$ cat src/rtl/arvu_pkg.sv
// shared constants, register indexes, controller states and control structs
// for the articlerank vertex update block; no dependencies
package arvu_pkg;

  localparam int DEGREE_BITS_DEF = 20;
  localparam int FRAC_BITS_DEF   = 16;
  localparam int Q_BITS          = 32;
  localparam int SUM_BITS        = 48;
  // sum is clamped to 2^33 before scaling, so 34 bits carry it
  localparam int CLAMP_BITS      = 34;
  localparam int CFG_IDX_BITS    = 1;
  localparam int CFG_DATA_BITS   = 32;
  localparam logic [Q_BITS-1:0] AVG_DEGREE_RESET = 32'h0001_0000;

  // configuration register indexes
  typedef enum logic [CFG_IDX_BITS-1:0] {
    CFG_FIRST_ITER = 1'b0,
    CFG_AVG_DEGREE = 1'b1
  } cfg_idx_t;

  // controller states
  typedef enum logic [2:0] {
    ST_IDLE,
    ST_MUL,
    ST_RANK,
    ST_DIV,
    ST_FIN
  } ctrl_state_t;

  // controller to datapath commands
  typedef struct packed {
    logic accept;
    logic mul;
    logic rank;
    logic div_step;
    logic load_out;
  } dp_cmd_t;

  // datapath to controller status
  typedef struct packed {
    logic item_last;
    logic deg_zero;
    logic div_last;
  } dp_status_t;

endpackage

$ cat src/rtl/arvu_ctrl.sv
// controller state machine: handshakes, command sequencing for scale, rank and divide
// depends on arvu_pkg
module arvu_ctrl import arvu_pkg::*; #(
  parameter int FRAC_BITS = FRAC_BITS_DEF
) (
  input  logic       clk,
  input  logic       rst_n,
  input  logic       in_valid,
  output logic       in_ready,
  output logic       out_valid,
  input  logic       out_ready,
  input  dp_status_t status,
  output dp_cmd_t    cmd
);

  ctrl_state_t state_r, state_nxt;
  logic        out_valid_r, out_valid_nxt;

  // state and output valid registers
  always_ff @(posedge clk) begin
    if (!rst_n) begin
      state_r     <= ST_IDLE;
      out_valid_r <= 1'b0;
    end else begin
      state_r     <= state_nxt;
      out_valid_r <= out_valid_nxt;
    end
  end

  // next state and commands
  always_comb begin
    state_nxt = state_r;
    cmd       = '0;
    in_ready  = 1'b0;
    unique case (state_r)
      ST_IDLE: begin
        in_ready = 1'b1;
        if (in_valid) begin
          cmd.accept = 1'b1;
          if (status.item_last) begin
            state_nxt = ST_MUL;
          end
        end
      end
      ST_MUL: begin
        cmd.mul   = 1'b1;
        state_nxt = ST_RANK;
      end
      ST_RANK: begin
        cmd.rank  = 1'b1;
        state_nxt = status.deg_zero ? ST_FIN : ST_DIV;
      end
      ST_DIV: begin
        cmd.div_step = 1'b1;
        if (status.div_last) begin
          state_nxt = ST_FIN;
        end
      end
      ST_FIN: begin
        if (!out_valid_r || out_ready) begin
          cmd.load_out = 1'b1;
          state_nxt    = ST_IDLE;
        end
      end
      default: state_nxt = ST_IDLE;
    endcase
  end

  // output register valid: set on load, cleared when taken
  always_comb begin
    if (cmd.load_out) begin
      out_valid_nxt = 1'b1;
    end else if (out_ready) begin
      out_valid_nxt = 1'b0;
    end else begin
      out_valid_nxt = out_valid_r;
    end
  end

  assign out_valid = out_valid_r;

endmodule

$ cat config.mk
export PLATFORM = sky130hd
export DESIGN_NAME = arvu_ctrl
export DESIGN_NICKNAME = d
export VERILOG_FILES = /design/src/rtl/arvu_pkg.sv /design/src/rtl/arvu_ctrl.sv
export SDC_FILE = /design/constraint.sdc
export NUM_CORES = 1
export LEC_CHECK = 0
export BUFFER_PORTS_ARGS = -buffer_cell sky130_fd_sc_hd__buf_2
export CAP_MARGIN = 20
export CORE_AREA = 2 2 39 41
export DETAILED_ROUTE_END_ITERATION = 16
export DIE_AREA = 0 0 41 43
export PLACE_DENSITY = 0.5
export SYNTH_ARGS = -nofsm -noshare
export SYNTH_HDL_FRONTEND = slang
export SYNTH_SLANG_ARGS = --single-unit
$ cat constraint.sdc
create_clock -name clk -period 1.58 [get_ports clk]
set_clock_uncertainty 0.05 [all_clocks]
set_input_delay 0.158 -clock clk [delete_from_list [all_inputs] [get_ports clk]]
set_output_delay 0.158 -clock clk [all_outputs]
set_load 0.01 [all_outputs]
# Word level (Yosys, flattened, before mapping)
# Cells that the tools add are included.
totals:
  ff_bits: 4
  inputBits: 7
  out_inout_bits: 7
  word_cells: 31
op_classes:
  eq_ne: 8
  n_mux: 16
  n_reduce_logical: 5
op_table:
  columns: ["op", "n"]
  rows:
  - ["$mux W3", 5]
  - ["$pmux W3 S5", 1]
  - ["$mux W1", 10]
  - ["$ne A2 B2 Y1 const B", 4]
  - ["$eq A3 B2 Y1 const B", 2]
  - ["$reduce_and A4 Y1", 1]
  - ["$eq A3 B1 Y1 const B", 1]
  - ["$eq A3 B3 Y1 const B", 1]
  - ["$logic_not A3 Y1", 1]
  - ["$reduce_bool A2 Y1", 1]
  - ["$logic_not A1 Y1", 1]
  - ["$logic_or A1 B1 Y1", 1]

# Longest topological paths before layout
# Gate-level depths: netlist of the first run.
depth:
  depth_word: 5
  mapped_depth: 4

# Least setup slack after synthesis of the first run
# Ideal clock, no wire load.
synth_timing:
  kind: "reg2out"
  from: "register state_r[1]"
  to: "output port cmd[4] (netlist bit)"
  t_arrival_ns: 1.012
  t_required_ns: 1.372
  slack_ns: 0.360
  path_stages_with_launch: 4
  path_cell_list: "dfxtp_1 -> buf_2 -> nor3_1 -> and2_1"
synth_rtl:
  columns: ["element", "line", "source"]
  rows:
  - ["start, declared", "arvu_ctrl.sv:16", "ctrl_state_t state_r, state_nxt;"]
  - ["start signal, assigned", "arvu_ctrl.sv:25", "state_r <= state_nxt;"]
  - ["end, declared", "arvu_ctrl.sv:13", "output dp_cmd_t cmd"]

==> results of run 1 <==
-- cell type report --
cell class | instances | area (um2) | share of cell area
repair buffers | 13 | 65.1 | 0.188
multi-input cells | 20 | 159 | 0.458
flip-flops and latches | 4 | 80.1 | 0.231
clock buffers | 3 | 22.5 | 0.0650
well taps | 16 | 20.0 | 0.0578
-- synth_stat cells --
master	count	area (um2)
or3b_1	1	8.76
nand3b_1	1	7.51
nand2b_1	1	6.26
and3b_2	1	10.0
buf_6	1	11.3
mux2_2	1	11.3
a21oi_2	1	8.76
a32o_1	1	10.0
and3b_1	1	8.76
and2_1	1	6.26
nor3_1	1	5.00
a211oi_1	2	15.0
dfxtp_1	4	80.1
a21bo_2	1	10.0
o21a_1	1	7.51
buf_4	1	7.51
buf_2	1	5.00
a21o_2	1	8.76
nor3b_1	3	22.5
nor2b_1	2	12.5
-- metal layers --
| layer | track usage | vias up | part of all wire |
|---|---|---|---|
| li1 | - | 128 | - |
| met1 | 0.100 | 98 | 0.49 |
| met2 | 0.0688 | 9 | 0.39 |
| met3 | 0.0471 | 0 | 0.12 |
| met4 | 0.0600 | 0 | 0 |
| met5 | 0 | - | 0 |
-- kinds of logic (layout without fill, tap and decap cells) --
group | Yosys count | count (layout) | synth area share
compound gates | 7 | 7 | 0.229
simple gates | 12 | 12 | 0.333
buf+inv | 3 | 16 | 0.0905
flops | 4 | 4 | 0.305
mux | 1 | 1 | 0.0429
-- worst paths after layout --
path	depth (start not counted)	from	slack, ps	to
setup / recovery	3	state_r[1]	110	cmd[0]
hold reg to reg	2	state_r[1]	580	state_r[0]
setup reg to reg	2	state_r[0]	370	state_r[2]
hold / removal	2	rst_n	140	out_valid
-- flip-flops by register name, indices dropped and copies added (netlist names) --
name       cells
out_valid      1
state_r        3
-- where the power goes --
part / internal (mW) / switching (mW) / total (mW)
Sequential: 0.109 / 0.0147 / 0.124
Combinational: 0.0418 / 0.0310 / 0.0727
Clock: 0.0846 / 0.0366 / 0.121
Total: 0.235 / 0.0823 / 0.317
-- metrics by stage --
| step | utilization | setup WS [ps] | cell area [um2] | instances |
|---|---|---|---|---|
| after floorplan | - | 360 | 263 | 27 |
| after global placement | 0.234 | 333 | 324 | 53 |
| after detailed placement | 0.234 | 360 | 324 | 53 |
| after CTS | 0.250 | 98.9 | 347 | 56 |
| after global routing | 0.250 | 15.2 | 347 | 56 |
| final | 0.250 | 109 | 347 | 56 |
==> qor.txt, run 1 <==
Slew Limit Headroom: 0.780
# H-tree levels: 1
Worst EP required: 1370 ps
Iter 0 DRT Violations: 7
CTS resizes: 0
Post-Route WL: 484 um
commonest non-fill, non-tap cell in the layout: buf_2
via count: 235
initial antenna violation count: 0
number of placed I/O pins: 14
outcome: complete, no violations
Final min period: 1470 ps
Mean Syn Cell Area: 9.73 um2
Worst path slowest cell: dfxtp_1
peak supply drop: 0.000308 V
CP top delay family: simple AND/OR/NAND/NOR gates
Total GRT Usage: 0.0714
final net count: 49
Syn Nets: 34
Skew-Pair Late Insertion Delay: 230 ps
post-synthesis cell type count: 20
clock sink total: 4
share of layout cells above drive strength 1: 0.525
pin count of the biggest net entering global routing: 12
root buf cell: clkbuf_4
clk slew on worst S/H paths: 40 ps
final cycle utilization of the critical path: 0.931
maximum clock path buffer count: 2
Vias/cell: 4.20
crit-path max FO: 11
commonest non-fill, non-tap cells in the layout: 13 x buf_2, 4 x dfxtp_1, 3 x nor3b_1, 3 x clkbuf_4
Worst-Margin Slew: 330 ps
Leakage Power: 0.162 nW
RSZ-0062 raised after global routing: false
sequential area share after synthesis: 0.305
Final Setup Violations: 0
vias in the first global route: 207
CTS Buf Count: 3
Max Slew Vio Count: 0
FMAX: 680 MHz
slowest stage delay, CP: 380 ps
RePlAce Congestion: 0.623
Gate Count Post-Synth: 27
Buffers on Ports: 13
Final Hold Viols: 0
Worst Path Buf+Inv: 1
Max Cap Viol: 0
grt ovf: 0
TritonCTS clock tree: built
Fin Hold WS: 137 ps
fill count: 156
CTS Hold Bufs: 0
CP arrival: 1260 ps
first-pass GRT wire length: 807 um
die area: 0.00176 mm2
DRC: 0
Routed Antenna Nets: 0
Post-DP HPWL: 381 um
Warnings, synthesis: 0
Die Span Y: 43 um
startpoint types: flip-flop
Fin Setup TNS: 0 ps
effective utilization at floorplan: 0.190
First-pass DRT Iterations: 4
Post CTS Setup Buffer Count: 0
CP Capture Type: output port
Area Growth Syn to Fin: 31.9%
Setup CP Type: reg2out
area of the core: 0.00138 mm2
mapped cell area: 263 um2
Rows: 14
#FFs+latches synth: 4
DR WL/cell: 8.64 um
DIE WIDTH: 41 um
# diodes: 0
total design power: 0.317 mW
CP cell instances: nor3b_1, nor2b_1, buf_2
hold crit path type: in2reg
Power Dens Cells: 916 mW/mm2
(Power assumes the default switching activity.)
==> run 2, diff against run 1 <==
- REMOVE_ABC_BUFFERS: not set -> 1
==> qor.txt, run 2 (synthesis results as in run 1) <==
outcome: complete, no violations
Die Span Y: 43 um (unchanged)
Routed Antenna Nets: 0 (unchanged)
Max Slew Vio Count: 0 (unchanged)
Max Cap Viol: 0 (unchanged)
Final Setup Violations: 0 (unchanged)
Worst-Margin Slew: 338 ps (+7.92 ps)
Total GRT Usage: 0.0704 (-0.00101)
Fin Hold WS: 123 ps (-14.2 ps)
root buf cell: clkbuf_4
via count: 246 (+4.7%)
hold crit path type: in2reg
RePlAce Congestion: 0.574 (-7.9%)
clock sink total: 4 (unchanged)
DRC: 0 (unchanged)
Setup CP Type: reg2out
max reg flops: 3 (unchanged)
Final Hold Viols: 0 (unchanged)
effective utilization at floorplan: 0.190 (unchanged)
commonest non-fill, non-tap cell in the layout: buf_2
FF+latch area: 80.1 um2 (unchanged)
area of the core: 0.00138 mm2 (unchanged)
total design power: 0.324 mW (+2.1%)
final core occ: 0.250 (unchanged)
Worst EP required: 1370 ps (about the same)
grt ovf: 0 (unchanged)
Final min period: 1500 ps (+26.8 ps)
Power Dens Cells: 935 mW/mm2 (+2.1%)
multi-input logic area: 159 um2 (unchanged)
fill count: 154 (-1.3%)
Skew-Pair Late Insertion Delay: 240 ps (about the same)
Post-DP HPWL: 397 um (+4.2%)
hold depth: 2 (unchanged)
final cycle utilization of the critical path: 0.948 (+0.0170)
# diodes: 0 (unchanged)
die area: 0.00176 mm2 (unchanged)
commonest non-fill, non-tap cells in the layout: 13 x buf_2, 4 x dfxtp_1, 3 x nor3b_1, 3 x clkbuf_4
share of layout cells above drive strength 1: 0.525 (unchanged)
Slew Limit Headroom: 0.774 (-0.00529)
Rows: 14 (unchanged)
Iter 0 DRT Violations: 0 (-7)
# H-tree levels: 1 (unchanged)
Vias/cell: 4.39 (+4.7%)
Biggest register: state_r
Buffers on Ports: 13 (unchanged)
RSZ-0062 raised after global routing: false
first-pass GRT wire length: 793 um (-1.7%)
CTS Hold Bufs: 0 (unchanged)
DIE WIDTH: 41 um (unchanged)
crit-path max FO: 7 (-4)
vias in the first global route: 212 (+2.4%)
FF-to-FF path depth: 2 (unchanged)
initial antenna violation count: 0 (unchanged)
clk slew on worst S/H paths: 40 ps (about the same)
DR WL/cell: 9.66 um (+12%)
Post CTS Setup Buffer Count: 0 (unchanged)
CP arrival: 1290 ps (+30 ps)
FMAX: 667 MHz (-1.8%)
CP Capture Type: output port
Area Growth Syn to Fin: 31.9% (unchanged)
pre-CTS setup slack: 334 ps (-25.7 ps)
Post-Route WL: 541 um (+12%)
TritonCTS clock tree: built
CTS resizes: 0 (unchanged)
First-pass DRT Iterations: 1 (-3)
maximum clock path buffer count: 2 (unchanged)
Fin Setup TNS: 0 ps (unchanged)
startpoint types: flip-flop
final net count: 49 (unchanged)
setup ws final: 81.8 ps (-26.8 ps)
CTS Buf Count: 3 (unchanged)
number of placed I/O pins: 14 (unchanged)
pin count of the biggest net entering global routing: 12 (unchanged)
peak supply drop: 0.000302 V (-1.9%)
Leakage Power: 0.162 nW (unchanged)
run 2: per-stage QoR:
| stage | cells | area [um2] |
|---|---|---|
| final | 56 | 347 |
| after CTS | 56 | 347 |
| after floorplan | 24 | 239 |
| after global routing | 56 | 347 |
| after detailed placement | 53 | 324 |
| after global placement | 53 | 324 |
run 2: worst paths after layout:
| path | from | end | slack (ps) |
|---|---|---|---|
| setup / recovery | state_r[2] | cmd[0] | 80 |
| hold / removal | rst_n | out_valid | 120 |
| hold reg to reg | state_r[0] | state_r[0] | 580 |
| setup reg to reg | state_r[0] | state_r[2] | 360 |
run 2: critical path: stages (launching register included):
cell	delay [ps]
dfxtp_1	400
nor3b_1	340
nor2b_1	170
buf_2	130
run 2: area by class of cell:
cell class / instances / area share
clock buffer: 3 / 0.0650
multi-input combinational: 20 / 0.458
sequential: 4 / 0.231
tap: 16 / 0.0578
timing repair buffer: 13 / 0.188
run 2: routing by layer:
layer  vias to the layer above  routed length, um  part of all wire  global-route usage
met3                         2                 63              0.12              0.0314
met4                         0                 17             0.031              0.0600
li1                        126                  -                 -                   -
met2                        14                210              0.39              0.0938
met5                         -                  0                 0                   0
met1                       104                250              0.46              0.0806
run 2: power breakdown:
| part | leakage (nW) | switching, mW | internal, mW |
|---|---|---|---|
| registers | 0.0326 | 0.0159 | 0.109 |
| clock network | 0.0138 | 0.0421 | 0.0850 |
| logic | 0.116 | 0.0307 | 0.0418 |
