<file path="config.mk">
export PLATFORM = sky130hd
export DESIGN_NAME = arvu_dp
export DESIGN_NICKNAME = d
export VERILOG_FILES = /design/src/rtl/arvu_pkg.sv /design/src/rtl/arvu_dp.sv
export SDC_FILE = /design/constraint.sdc
export NUM_CORES = 1
export LEC_CHECK = 0
export ABC_CLOCK_PERIOD_IN_PS = 6400
export BUFFER_PORTS_ARGS = -buffer_cell sky130_fd_sc_hd__buf_2
export CAP_MARGIN = 10
export CORE_MARGIN = 2
export CORE_UTILIZATION = 57
export DETAILED_ROUTE_END_ITERATION = 7
export GPL_ROUTABILITY_DRIVEN = 1
export PLACE_DENSITY = 0.87
export SYNTH_ARGS = -nofsm -noshare
export SYNTH_HDL_FRONTEND = slang
export SYNTH_SLANG_ARGS = --single-unit
</file>
<file path="constraint.sdc">
create_clock -name clk -period 6.4 [get_ports clk]
set_input_delay 1.6 -clock clk [delete_from_list [all_inputs] [get_ports clk]]
set_output_delay 1.6 -clock clk [all_outputs]
set_load 0.005 [all_outputs]
</file>
<file path="src/rtl/arvu_pkg.sv">
// shared constants, register indexes, controller states and control structs
// for the articlerank vertex update block; no dependencies
package arvu_pkg;

  localparam int DEGREE_BITS_DEF = 20;
  localparam int FRAC_BITS_DEF   = 16;
  localparam int Q_BITS          = 32;
  localparam int SUM_BITS        = 48;
  // sum is clamped to 2^33 before scaling, so 34 bits carry it
  localparam int CLAMP_BITS      = 34;
  localparam int CFG_IDX_BITS    = 1;
  localparam int CFG_DATA_BITS   = 32;
  localparam logic [Q_BITS-1:0] AVG_DEGREE_RESET = 32'h0001_0000;

  // configuration register indexes
  typedef enum logic [CFG_IDX_BITS-1:0] {
    CFG_FIRST_ITER = 1'b0,
    CFG_AVG_DEGREE = 1'b1
  } cfg_idx_t;

  // controller states
  typedef enum logic [2:0] {
    ST_IDLE,
    ST_MUL,
    ST_RANK,
    ST_DIV,
    ST_FIN
  } ctrl_state_t;

  // controller to datapath commands
  typedef struct packed {
    logic accept;
    logic mul;
    logic rank;
    logic div_step;
    logic load_out;
  } dp_cmd_t;

  // datapath to controller status
  typedef struct packed {
    logic item_last;
    logic deg_zero;
    logic div_last;
  } dp_status_t;

endpackage

</file>
<file path="src/rtl/arvu_dp.sv">
// datapath: config registers, saturating accumulator, rank scaling,
// restoring divider and output register; depends on arvu_pkg
module arvu_dp import arvu_pkg::*; #(
  parameter int DEGREE_BITS = DEGREE_BITS_DEF,
  parameter int FRAC_BITS   = FRAC_BITS_DEF
) (
  input  logic                     clk,
  input  logic                     rst_n,
  input  logic                     cfg_we,
  input  logic [CFG_IDX_BITS-1:0]  cfg_index,
  input  logic [CFG_DATA_BITS-1:0] cfg_data,
  input  logic [Q_BITS-1:0]        in_edge_value,
  input  logic                     in_edge_present,
  input  logic [DEGREE_BITS-1:0]   in_out_degree,
  input  logic                     in_last_of_vertex,
  input  dp_cmd_t                  cmd,
  output dp_status_t               status,
  output logic [Q_BITS-1:0]        out_vertex_rank,
  output logic [Q_BITS-1:0]        out_edge_share,
  output logic                     out_share_valid
);

  localparam int DW = Q_BITS + FRAC_BITS;
  localparam int VW = ((DEGREE_BITS + FRAC_BITS > Q_BITS) ?
                       (DEGREE_BITS + FRAC_BITS) : Q_BITS) + 1;
  localparam int PW = CLAMP_BITS + FRAC_BITS;
  localparam int RW = CLAMP_BITS + 2;
  localparam int CW = $clog2(DW);
  localparam longint unsigned ONE_Q = 64'd1 << FRAC_BITS;
  localparam longint unsigned C015  = (15 * ONE_Q + 50) / 100;
  localparam longint unsigned C085  = (85 * ONE_Q + 50) / 100;
  localparam logic [SUM_BITS-1:0] SUM_MAX   = '1;
  localparam logic [SUM_BITS-1:0] SUM_CLAMP = SUM_BITS'(1) << (CLAMP_BITS - 1);

  logic                   first_r;
  logic [Q_BITS-1:0]      avg_r;
  logic [SUM_BITS-1:0]    sum_r;
  logic                   mode_r;
  logic [DEGREE_BITS-1:0] deg_r;
  logic [CLAMP_BITS-1:0]  s_r;
  logic [PW-1:0]          prod_r;
  logic [VW-1:0]          div_r;
  logic [Q_BITS-1:0]      rank_r;
  logic [DW-1:0]          quo_r;
  logic [VW-1:0]          rem_r;
  logic [CW-1:0]          cnt_r;
  logic [Q_BITS-1:0]      out_rank_r;
  logic [Q_BITS-1:0]      out_share_r;
  logic                   out_sv_r;

  logic [SUM_BITS:0]      sum_add;
  logic [SUM_BITS-1:0]    sum_upd;
  logic [PW:0]            rnd;
  logic [RW-1:0]          rank_w;
  logic [Q_BITS-1:0]      rank_cur;
  logic [VW:0]            trial;
  logic [VW:0]            diff;
  logic                   ge;
  logic [FRAC_BITS-1:0]   c085_w;

  assign c085_w = FRAC_BITS'(C085);

  // config registers
  always_ff @(posedge clk) begin
    if (!rst_n) begin
      first_r <= 1'b1;
      avg_r   <= AVG_DEGREE_RESET;
    end else if (cfg_we) begin
      if (cfg_index == CFG_FIRST_ITER) begin
        first_r <= cfg_data[0];
      end else begin
        avg_r <= cfg_data[Q_BITS-1:0];
      end
    end
  end

  // saturating accumulation of the accepted edge value
  always_comb begin
    sum_add = {1'b0, sum_r} + (SUM_BITS+1)'(in_edge_value);
    if (!first_r && in_edge_present) begin
      sum_upd = sum_add[SUM_BITS] ? SUM_MAX : sum_add[SUM_BITS-1:0];
    end else begin
      sum_upd = sum_r;
    end
  end

  always_ff @(posedge clk) begin
    if (!rst_n) begin
      sum_r <= '0;
    end else if (cmd.accept) begin
      sum_r <= in_last_of_vertex ? '0 : sum_upd;
    end
  end

  // capture the closing item: clamped sum, degree and mode
  always_ff @(posedge clk) begin
    if (cmd.accept && in_last_of_vertex) begin
      s_r    <= (sum_upd >= SUM_CLAMP) ? SUM_CLAMP[CLAMP_BITS-1:0]
                                       : sum_upd[CLAMP_BITS-1:0];
      deg_r  <= in_out_degree;
      mode_r <= first_r;
    end
  end

  // scale by 0.85 and form the divisor
  always_ff @(posedge clk) begin
    if (cmd.mul) begin
      prod_r <= PW'(s_r) * PW'(c085_w);
      div_r  <= mode_r ? VW'(deg_r) : ((VW'(deg_r) << FRAC_BITS) + VW'(avg_r));
    end
  end

  // round, add 0.15 and saturate; in first-iteration mode the rank is 0.15
  always_comb begin
    rnd    = (PW+1)'(prod_r) + (PW+1)'(ONE_Q >> 1);
    rank_w = RW'(rnd[PW:FRAC_BITS]) + RW'(C015);
    if (mode_r) begin
      rank_cur = Q_BITS'(C015);
    end else if (|rank_w[RW-1:Q_BITS]) begin
      rank_cur = '1;
    end else begin
      rank_cur = rank_w[Q_BITS-1:0];
    end
  end

  // restoring divider step, one quotient bit per cycle
  always_comb begin
    trial = {rem_r, quo_r[DW-1]};
    diff  = trial - {1'b0, div_r};
    ge    = (trial >= {1'b0, div_r});
  end

  always_ff @(posedge clk) begin
    if (cmd.rank) begin
      rank_r <= rank_cur;
      quo_r  <= mode_r ? DW'(ONE_Q) : {rank_cur, FRAC_BITS'(0)};
      rem_r  <= '0;
      cnt_r  <= CW'(DW - 1);
    end else if (cmd.div_step) begin
      rem_r <= ge ? diff[VW-1:0] : trial[VW-1:0];
      quo_r <= {quo_r[DW-2:0], ge};
      cnt_r <= cnt_r - CW'(1);
    end
  end

  // output register
  always_ff @(posedge clk) begin
    if (cmd.load_out) begin
      out_rank_r <= rank_r;
      out_sv_r   <= !status.deg_zero;
      if (status.deg_zero) begin
        out_share_r <= '0;
      end else if (|quo_r[DW-1:Q_BITS]) begin
        out_share_r <= '1;
      end else begin
        out_share_r <= quo_r[Q_BITS-1:0];
      end
    end
  end

  assign status.item_last = in_last_of_vertex;
  assign status.deg_zero  = (deg_r == '0);
  assign status.div_last  = (cnt_r == '0);

  assign out_vertex_rank = out_rank_r;
  assign out_edge_share  = out_share_r;
  assign out_share_valid = out_sv_r;

endmodule

</file>
# Word-level counts from Yosys, hierarchy flattened
# Index checks and enable logic that the tools add are counted.
# word_totals
regBits	410
inputBits	95
out_inout_bits	68
elab_cells	48
# classes
addsub	6
multipliers	1
order_cmp	2
n_mux	11
n_bitwise	1
reduce_logical	11
# op_table
operator	count
$mux W48	6
$mux W32	3
$add A50 B16 Y51 const B	1
$add A48 B32 Y49	1
$mul A34 B15 Y49 const B	1
$ge A48 B34 Y1 const B	1
$ge A38 B37 Y1	1
$add A36 B32 Y37	1
$mux W37	1
$sub A37 B37 Y37	1
$add A35 B14 Y36 const B	1
$logic_not A20 Y1	1
$mux W20	1
$reduce_or A16 Y1	1
$logic_not A6 Y1	1
$sub A6 B1 Y6 const B	1
$reduce_and A2 Y1	2
$reduce_or A4 Y1	1
$logic_and A1 B1 Y1	2
$logic_not A1 Y1	2
$reduce_bool A2 Y1	1
$not A1 Y1	1

# Depth between registers and ports, before layout
# Gate-level depths: netlist of the first run.
# depth
ltp_word	7
mapped_depth	23
depth_no_buf	23

# Worst setup path before layout of the first run
# No wires, ideal clock.
# synth_path
kind	flip-flop to flip-flop
start	register s_r[3]
end	register prod_r[49], data pin
setup_ns	0.260
t_arrival_ns	6.294
t_required_ns	6.140
path_slack_ns	-0.154
path_stages_with_launch	23
n_path_buf	0
synth_period_minus_slack_ns	6.554
cell_sequence	edfxtp_1 -> ha_1 -> xor2_1 -> ha_1 -> or2_2 -> fa_1 -> fa_1 -> fa_1 -> inv_1 -> fa_1 -> inv_1 -> ha_1 -> a21oi_1 -> o211ai_1 -> or3_1 -> a31oi_1 -> o21ai_0 -> a21oi_1 -> a21oi_1 -> o41ai_1 -> o211ai_1 -> a21oi_1 -> xnor2_1
# synth_between
elab_chain_cells	1
# synth_rtl
item	line	rtl
from (decl)	arvu_dp.sv:40	logic [CLAMP_BITS-1:0] s_r;
from (signal assigned)	arvu_dp.sv:98	s_r <= (sum_upd >= SUM_CLAMP) ? SUM_CLAMP[CLAMP_BITS-1:0]
$mul A34 B15 Y49	arvu_dp.sv:108	prod_r <= PW'(s_r) * PW'(c085_w);
to (signal assigned)	arvu_dp.sv:108	
to (decl)	arvu_dp.sv:41	logic [PW-1:0] prod_r;
# Every way passes these cells.
# A chain may end at the register's enable or synchronous reset.

# Worst setup path in the final report of the first run
# layout_path
start	register s_r[23]
end	register prod_r[49], data pin
# Same word-level chain as after synthesis.

==> impl_metrics.py, run 1 <==
metrics = {
    "sta": {
        "setup-violations-final": 0,
        "final-max-slew-violation-count": 0,
        "layout_min_cycle_time_ps": 6236,
        "slew_headroom_pct": 23.91,
        "fin_ws_ps": 164.0,
        "finalHoldViolations": 0,
        "max_freq_mhz": 160.4,
        "worstMarginPinSlew_ps": 1139,
        "finClkSkew_ps": 44.02,
        "post-route-period-util_pct": 97.44,
    },
    "final_layout": {
        "finalNetCount": 3945,
        "multi_input_area_um2": 18720,
        "fin_area_um2": 34480,
        "final_cell_mix": "381 x inv_1, 346 x nor2_1, 295 x ha_1",
        "register_area_um2": 10650,
        "drive_gt1_share_pct": 12.08,
        "antenna_cells": 0,
        "area_growth_syn_to_layout_pct": 11.07,
        "mostFrequentLayoutCell": "inv_1",
        "final_util_pct": 64.07,
        "nFillCells": 4080,
    },
    "synthesis": {
        "synth_fp_nets": 3797,
        "syn_inst": 3204,
        "synthFlopType": "edfxtp_1",
        "synth_seq_area_share_pct": 34.31,
        "synth_area_um2": 31040,
        "synth_seq_cells": 396,
        "synth.distinct_cells": 89,
        "avgSynthCellArea_um2": 9.689,
        "synth-edff-count": 272,
        "yosys_warnings": 0,
        "synth-async-reset-ratio_pct": 0,
    },
    "setup_path": {
        "cpMostUsedCell": "fa_1",
        "critPathCaptureType": "register",
        "worst-path-buf-inv": 5,
        "slowest_delay_ps": 550,
        "required_ps": 6740,
        "critPathSlowestCell": "fa_1",
        "arrival_ps": 6580,
        "cp-start-kind": "register",
        "worstSetupPathType": "reg -> reg",
        "reg2regPathDepth": 23,
        "path_delay_family": "adder cells",
        "crit_path_max_fanout": 5,
        "critical_path.cell_chain": "ha_1 -> inv_2 -> fa_1 -> inv_1 -> fa_1 -> fa_1 -> fa_1 -> inv_1 -> fa_1 -> inv_1 -> ha_4 -> a21o_1 -> a21o_1 -> a211o_1 -> a21o_1 -> a21o_1 -> nand3_1 -> a21oi_4 -> o41ai_2 -> buf_4 -> o211ai_1 -> a21oi_1 -> xnor2_1",
        "cp.depth": 23,
    },
    "place": {
        "hpwlAfterDp_um": 54900,
        "io_buffer_count": 162,
        "pre_cts_ws_ps": -57.20,
        "place.gp.congestion": 0.9265,
        "place_area_um2": 32550,
    },
    "floorplanning": {
        "start_util_pct": 57.68,
        "io_pins": 163,
        "die_area_um2": 56340,
        "core_area_um2": 53810,
        "rows": 85,
        "die_x_um": 237.4,
        "die_h_um": 237.4,
    },
    "power": {
        "total_leakage_power_nw": 15.00,
        "pwr_density_cell_nw_per_um2": 388.7,
        "vdd_ir_drop_max_v": 0.0004646,
    },
    "global_route": {
        "grt_pass1_wl_um": 118700,
        "antenna_found_initial": 0,
        "grt_usage_pct": 25.76,
        "grt_pass1_vias": 23193,
        "grt_max_degree": 79,
        "grt.overflow.total": 0,
    },
    "clock_network": {
        "cts_made_buffers": 43,
        "clk_pin_slew_ps": 60,
        "hold_buffers": 0,
        "cts_tree": "yes",
        "worst_skew_pair.late_latency_ps": 610,
        "h-tree-depth": 2,
        "root_buffer": "clkbuf_16",
        "clockBufferDepth": 3,
        "cts_sinks": 396,
    },
    "route": {
        "drtIter0Drc": 2212,
        "drcViolationCount": 0,
        "vias": 23828,
        "firstDrtPassIters": 5,
        "routed_wl_um": 73470,
        "post_drt_via_cell_ratio": 5.836,
        "antenna_left": 0,
        "wl_per_cell_um": 17.99,
    },
    "run": {
        "cap_violations": 0,
    },
    "worst_hold_path": {
        "hold_path_class": "reg -> reg",
        "holdPathStages": 0,
    },
    "run_status": {
        "outcome": "complete, no violations",
    },
}
-- final timing paths --
path	startpoint	endpoint	slack, ps
setup reg to reg	s_r[23]$_SDFFCE_PP0P_	prod_r[49]$_DFFE_PP_	160
setup / recovery	s_r[23]$_SDFFCE_PP0P_	prod_r[49]$_DFFE_PP_	160
hold / removal	rank_r[6]$_DFFE_PP_	out_vertex_rank[6]$_DFFE_PP_	420
hold reg to reg	rank_r[6]$_DFFE_PP_	out_vertex_rank[6]$_DFFE_PP_	420
-- logic make-up (layout without fill, tap and decap cells) --
kind of cell	Yosys count	after routing	share of synthesized area, %
buf+inv	508	691	6.356
fa+ha+maj	498	498	24.47
simple gates	908	908	13.89
flops	396	396	34.31
xor+xnor	195	195	5.502
compound gates	659	659	14.08
mux	40	40	1.391
-- timing repair --
action / in CTS / in global routing
pin swaps: 0 / 33
cloned: 0 / 0
endpoints found under the setup margin: 3 / 15
setup buffers: 2 / 19
resized for setup: 1 / 52
-- per-layer routing --
metal	vias to the layer above	global-route usage, %	part of all wire (%)	routed length (um)
li1	11446	-	-	-
met1	11323	36.84	44	32320
met2	941	41.44	46	33890
met3	118	4.181	7.9	5779
met4	0	5.660	2.0	1485
met5	-	0	0	0
-- metrics by stage --
| step | power (mW) | hold slack [ps] | instances | TNS (ps) |
|---|---|---|---|---|
| finish | 13.40 | 418.7 | 4083 | 0 |
| detailed placement | 10.31 | 405.2 | 3982 | -60.51 |
| floorplan | 8.874 | 400.3 | 3204 | 0 |
| CTS | 12.97 | 417.4 | 4064 | 0 |
| global placement | 10.04 | 402.3 | 3982 | 0 |
| global route | 14.51 | 426.2 | 4083 | -232.8 |
-- sequential cells by signal, indices dropped and copies added, names as in the netlist, 6 cells and up --
name	flops
s_r	34
out_edge_share	32
cnt_r	6
out_vertex_rank	32
avg_r	32
deg_r	20
sum_r	48
rem_r	37
prod_r	35
div_r	37
rank_r	32
quo_r	48
-- cell usage after synthesis (9+ instances only) --
master / number / area share (%)
inv_1: 384 / 4.6
nor2_1: 347 / 4.2
ha_1: 316 / 13
edfxtp_1: 272 / 26
nand2_1: 198 / 2.4
a21oi_1: 195 / 3.1
fa_1: 182 / 12
dfxtp_1: 124 / 8.0
xnor2_1: 110 / 3.1
o21ai_0: 105 / 1.7
clkbuf_1: 89 / 1.1
xor2_1: 85 / 2.4
a21o_1: 63 / 1.5
nor3_1: 58 / 0.94
nand3_1: 55 / 0.89
a211oi_1: 49 / 1.2
nor2b_1: 40 / 0.81
o2bb2ai_1: 39 / 1.1
nand4_1: 37 / 0.75
and2_1: 29 / 0.58
o21a_1: 27 / 0.65
nand2b_1: 26 / 0.52
mux2_2: 25 / 0.91
and3_1: 21 / 0.42
nor4_1: 21 / 0.42
or3_1: 21 / 0.42
o22ai_1: 18 / 0.36
o31ai_1: 16 / 0.39
buf_2: 15 / 0.24
mux2i_1: 15 / 0.48
a31oi_1: 14 / 0.28
o21bai_1: 14 / 0.34
o211a_1: 11 / 0.35
a311oi_1: 9 / 0.25
and4_1: 9 / 0.25
or2_2: 9 / 0.18
-- final cells by class --
type	instances	share of cell area, %
Multi-Input combinational cell	2300	54.29
Sequential cell	396	30.89
Clock inverter	30	1.063
Inverter	386	4.202
Clock buffer	50	3.226
Tap cell	696	2.526
Timing Repair Buffer	225	3.799
-- power by group --
group          internal, mW  switching [mW]  leakage (nW)
Clock                  1.48            1.11         0.713
Combinational          3.15            3.98          10.7
Sequential             3.35           0.326          3.61
Note: power is estimated with default switching activity, not from simulation.
==> inputs of run 2 (changes only) <==
CORE_ASPECT_RATIO = 0.5   (was unset)
==> impl_metrics.py, run 2 (synthesis results as in run 1) <==
metrics = {
    "power": {
        "total_leakage_power_nw": 14.94,
        "finalPower_mw": 13.22,
        "pwr_density_cell_nw_per_um2": 385.6,
        "vdd_ir_drop_max_v": 0.0003036,
    },
    "final_layout": {
        "antenna_cells": 0,
        "finalNetCount": 3943,
        "reg_top3": "quo_r x48, sum_r x48",
        "mostFrequentLayoutCell": "inv_1",
        "multi_input_area_um2": 18640,
        "drive_gt1_share_pct": 11.65,
        "area_growth_syn_to_layout_pct": 10.45,
        "final_cell_mix": "382 x inv_1, 346 x nor2_1, 298 x ha_1",
        "register_area_um2": 10650,
        "final_util_pct": 63.78,
        "nFillCells": 4151,
    },
    "route": {
        "routed_wl_um": 77860,
        "antenna_left": 0,
        "vias": 24400,
        "wl_per_cell_um": 19.02,
        "post_drt_via_cell_ratio": 5.960,
        "drcViolationCount": 0,
        "firstDrtPassIters": 7,
        "drtIter0Drc": 2352,
    },
    "clock_network": {
        "root_buffer": "clkbuf_16",
        "cts_tree": "yes",
        "clockBufferDepth": 3,
        "clk_pin_slew_ps": 60,
        "worst_skew_pair.late_latency_ps": 570,
        "h-tree-depth": 2,
        "cts_sinks": 396,
        "cts_made_buffers": 39,
    },
    "setup_path": {
        "required_ps": 6710,
        "critPathCaptureType": "register",
        "crit_path_max_fanout": 5,
        "arrival_ps": 6640,
        "cp-start-kind": "register",
        "worstSetupPathType": "reg -> reg",
    },
    "place": {
        "io_buffer_count": 162,
        "hpwlAfterDp_um": 58930,
        "place.gp.congestion": 0.9917,
    },
    "global_route": {
        "grt.overflow.total": 0,
        "grt_pass1_vias": 23562,
        "grt_usage_pct": 27.05,
        "antenna_found_initial": 0,
        "grt_pass1_wl_um": 123000,
        "grt_max_degree": 79,
    },
    "sta": {
        "rsz0062_at_grt": "true",
        "slew_headroom_pct": 19.00,
        "worstMarginPinSlew_ps": 1215,
        "finalHoldViolations": 0,
        "post-route-period-util_pct": 98.93,
        "layout_min_cycle_time_ps": 6331,
        "final-max-slew-violation-count": 0,
        "max_freq_mhz": 157.9,
        "finClkSkew_ps": 18.53,
        "setup-violations-final": 0,
    },
    "floorplanning": {
        "core_area_um2": 53750,
        "die_area_um2": 56460,
        "die_x_um": 334.0,
        "io_pins": 163,
        "rows": 60,
        "start_util_pct": 57.75,
        "die_h_um": 169.0,
    },
    "run": {
        "cap_violations": 0,
    },
    "worst_hold_path": {
        "hold_path_class": "reg -> reg",
    },
    "run_status": {
        "outcome": "complete, no violations",
    },
}
-- run 2: changes by cell type in the layout (fill, tap and decap cells not counted), sizes merged --
cell / change
bufinv: -2
buf: +2
clkinvlp: -3
clkinv: -4
inv: -1
clkbuf: +2
-- run 2: per-stage QoR --
step / hold WS [ps] / setup slack [ps] / setup TNS [ps] / std cells / area [um2]
finish: 417.6 / 68.73 / 0 / 4094 / 34290
global route: 422.2 / -189.5 / -478.0 / 4094 / 34290
CTS: 419.9 / 13.83 / 0 / 4076 / 33980
detailed placement: 405.4 / -161.8 / -285.9 / 3999 / 32570
global placement: 402.4 / 35.15 / 0 / 3999 / 32570
floorplan: 400.3 / 32.16 / 0 / 3204 / 31050
-- run 2: final cells by class --
cell class                      count  share of cell area, %
Sequential cell                   396                  31.06
Inverter                          386                  4.226
Clock buffer                       52                  3.135
Tap cell                          713                  2.602
Timing Repair Buffer              227                  3.901
Clock inverter                     20                 0.6934
Multi-Input combinational cell   2300                  54.38
-- run 2: final timing paths --
kind	from	end	slack [ps]	depth (start not counted)
worst max-delay path	s_r[4]$_SDFFCE_PP0P_	prod_r[44]$_DFFE_PP_	70	24
worst min-delay path	rank_r[6]$_DFFE_PP_	out_vertex_rank[6]$_DFFE_PP_	420	0
worst max register to register	s_r[4]$_SDFFCE_PP0P_	prod_r[44]$_DFFE_PP_	70	24
worst min register to register	rank_r[6]$_DFFE_PP_	out_vertex_rank[6]$_DFFE_PP_	420	0
-- run 2: timing repair --
item | in CTS | in global routing
gates cloned | 0 | 0
setup buffers | 5 | 17
hold buffers | 0 | 0
gates resized for setup | 12 | 32
endpoints found under the setup margin | 4 | 14
pin swaps | 8 | 25
-- run 2: power by group --
group / internal, mW / switching (mW) / total [mW]
clock network: 1.33 / 1.08 / 2.41
logic: 3.15 / 3.97 / 7.12
registers: 3.35 / 0.338 / 3.69
total: 7.83 / 5.39 / 13.2
-- run 2: routing by layer --
layer,vias up,global-route usage (%),share of wire [%]
met4,0,7.501,2.9
met1,11817,36.76,43
met3,170,4.365,7.4
met2,965,45.17,47
li1,11448,-,-
met5,-,0,0
-- run 2: critical path, cell delays in order (launching register included) --
cell and delay, ps:
edfxtp_1 470, buf_4 200, ha_4 260, xor2_2 160
ha_1 190, or2_2 320, fa_1 490, fa_1 520
fa_1 550, inv_1 50, fa_1 530, inv_1 40
ha_1 340, nand4_1 140, nor2_1 110, o211ai_1 150
o21ai_1 170, buf_4 140, a21oi_2 50, buf_6 130
a211oi_1 260, o2111ai_1 220, a311oi_2 320, a21oi_1 140
xnor2_1 140
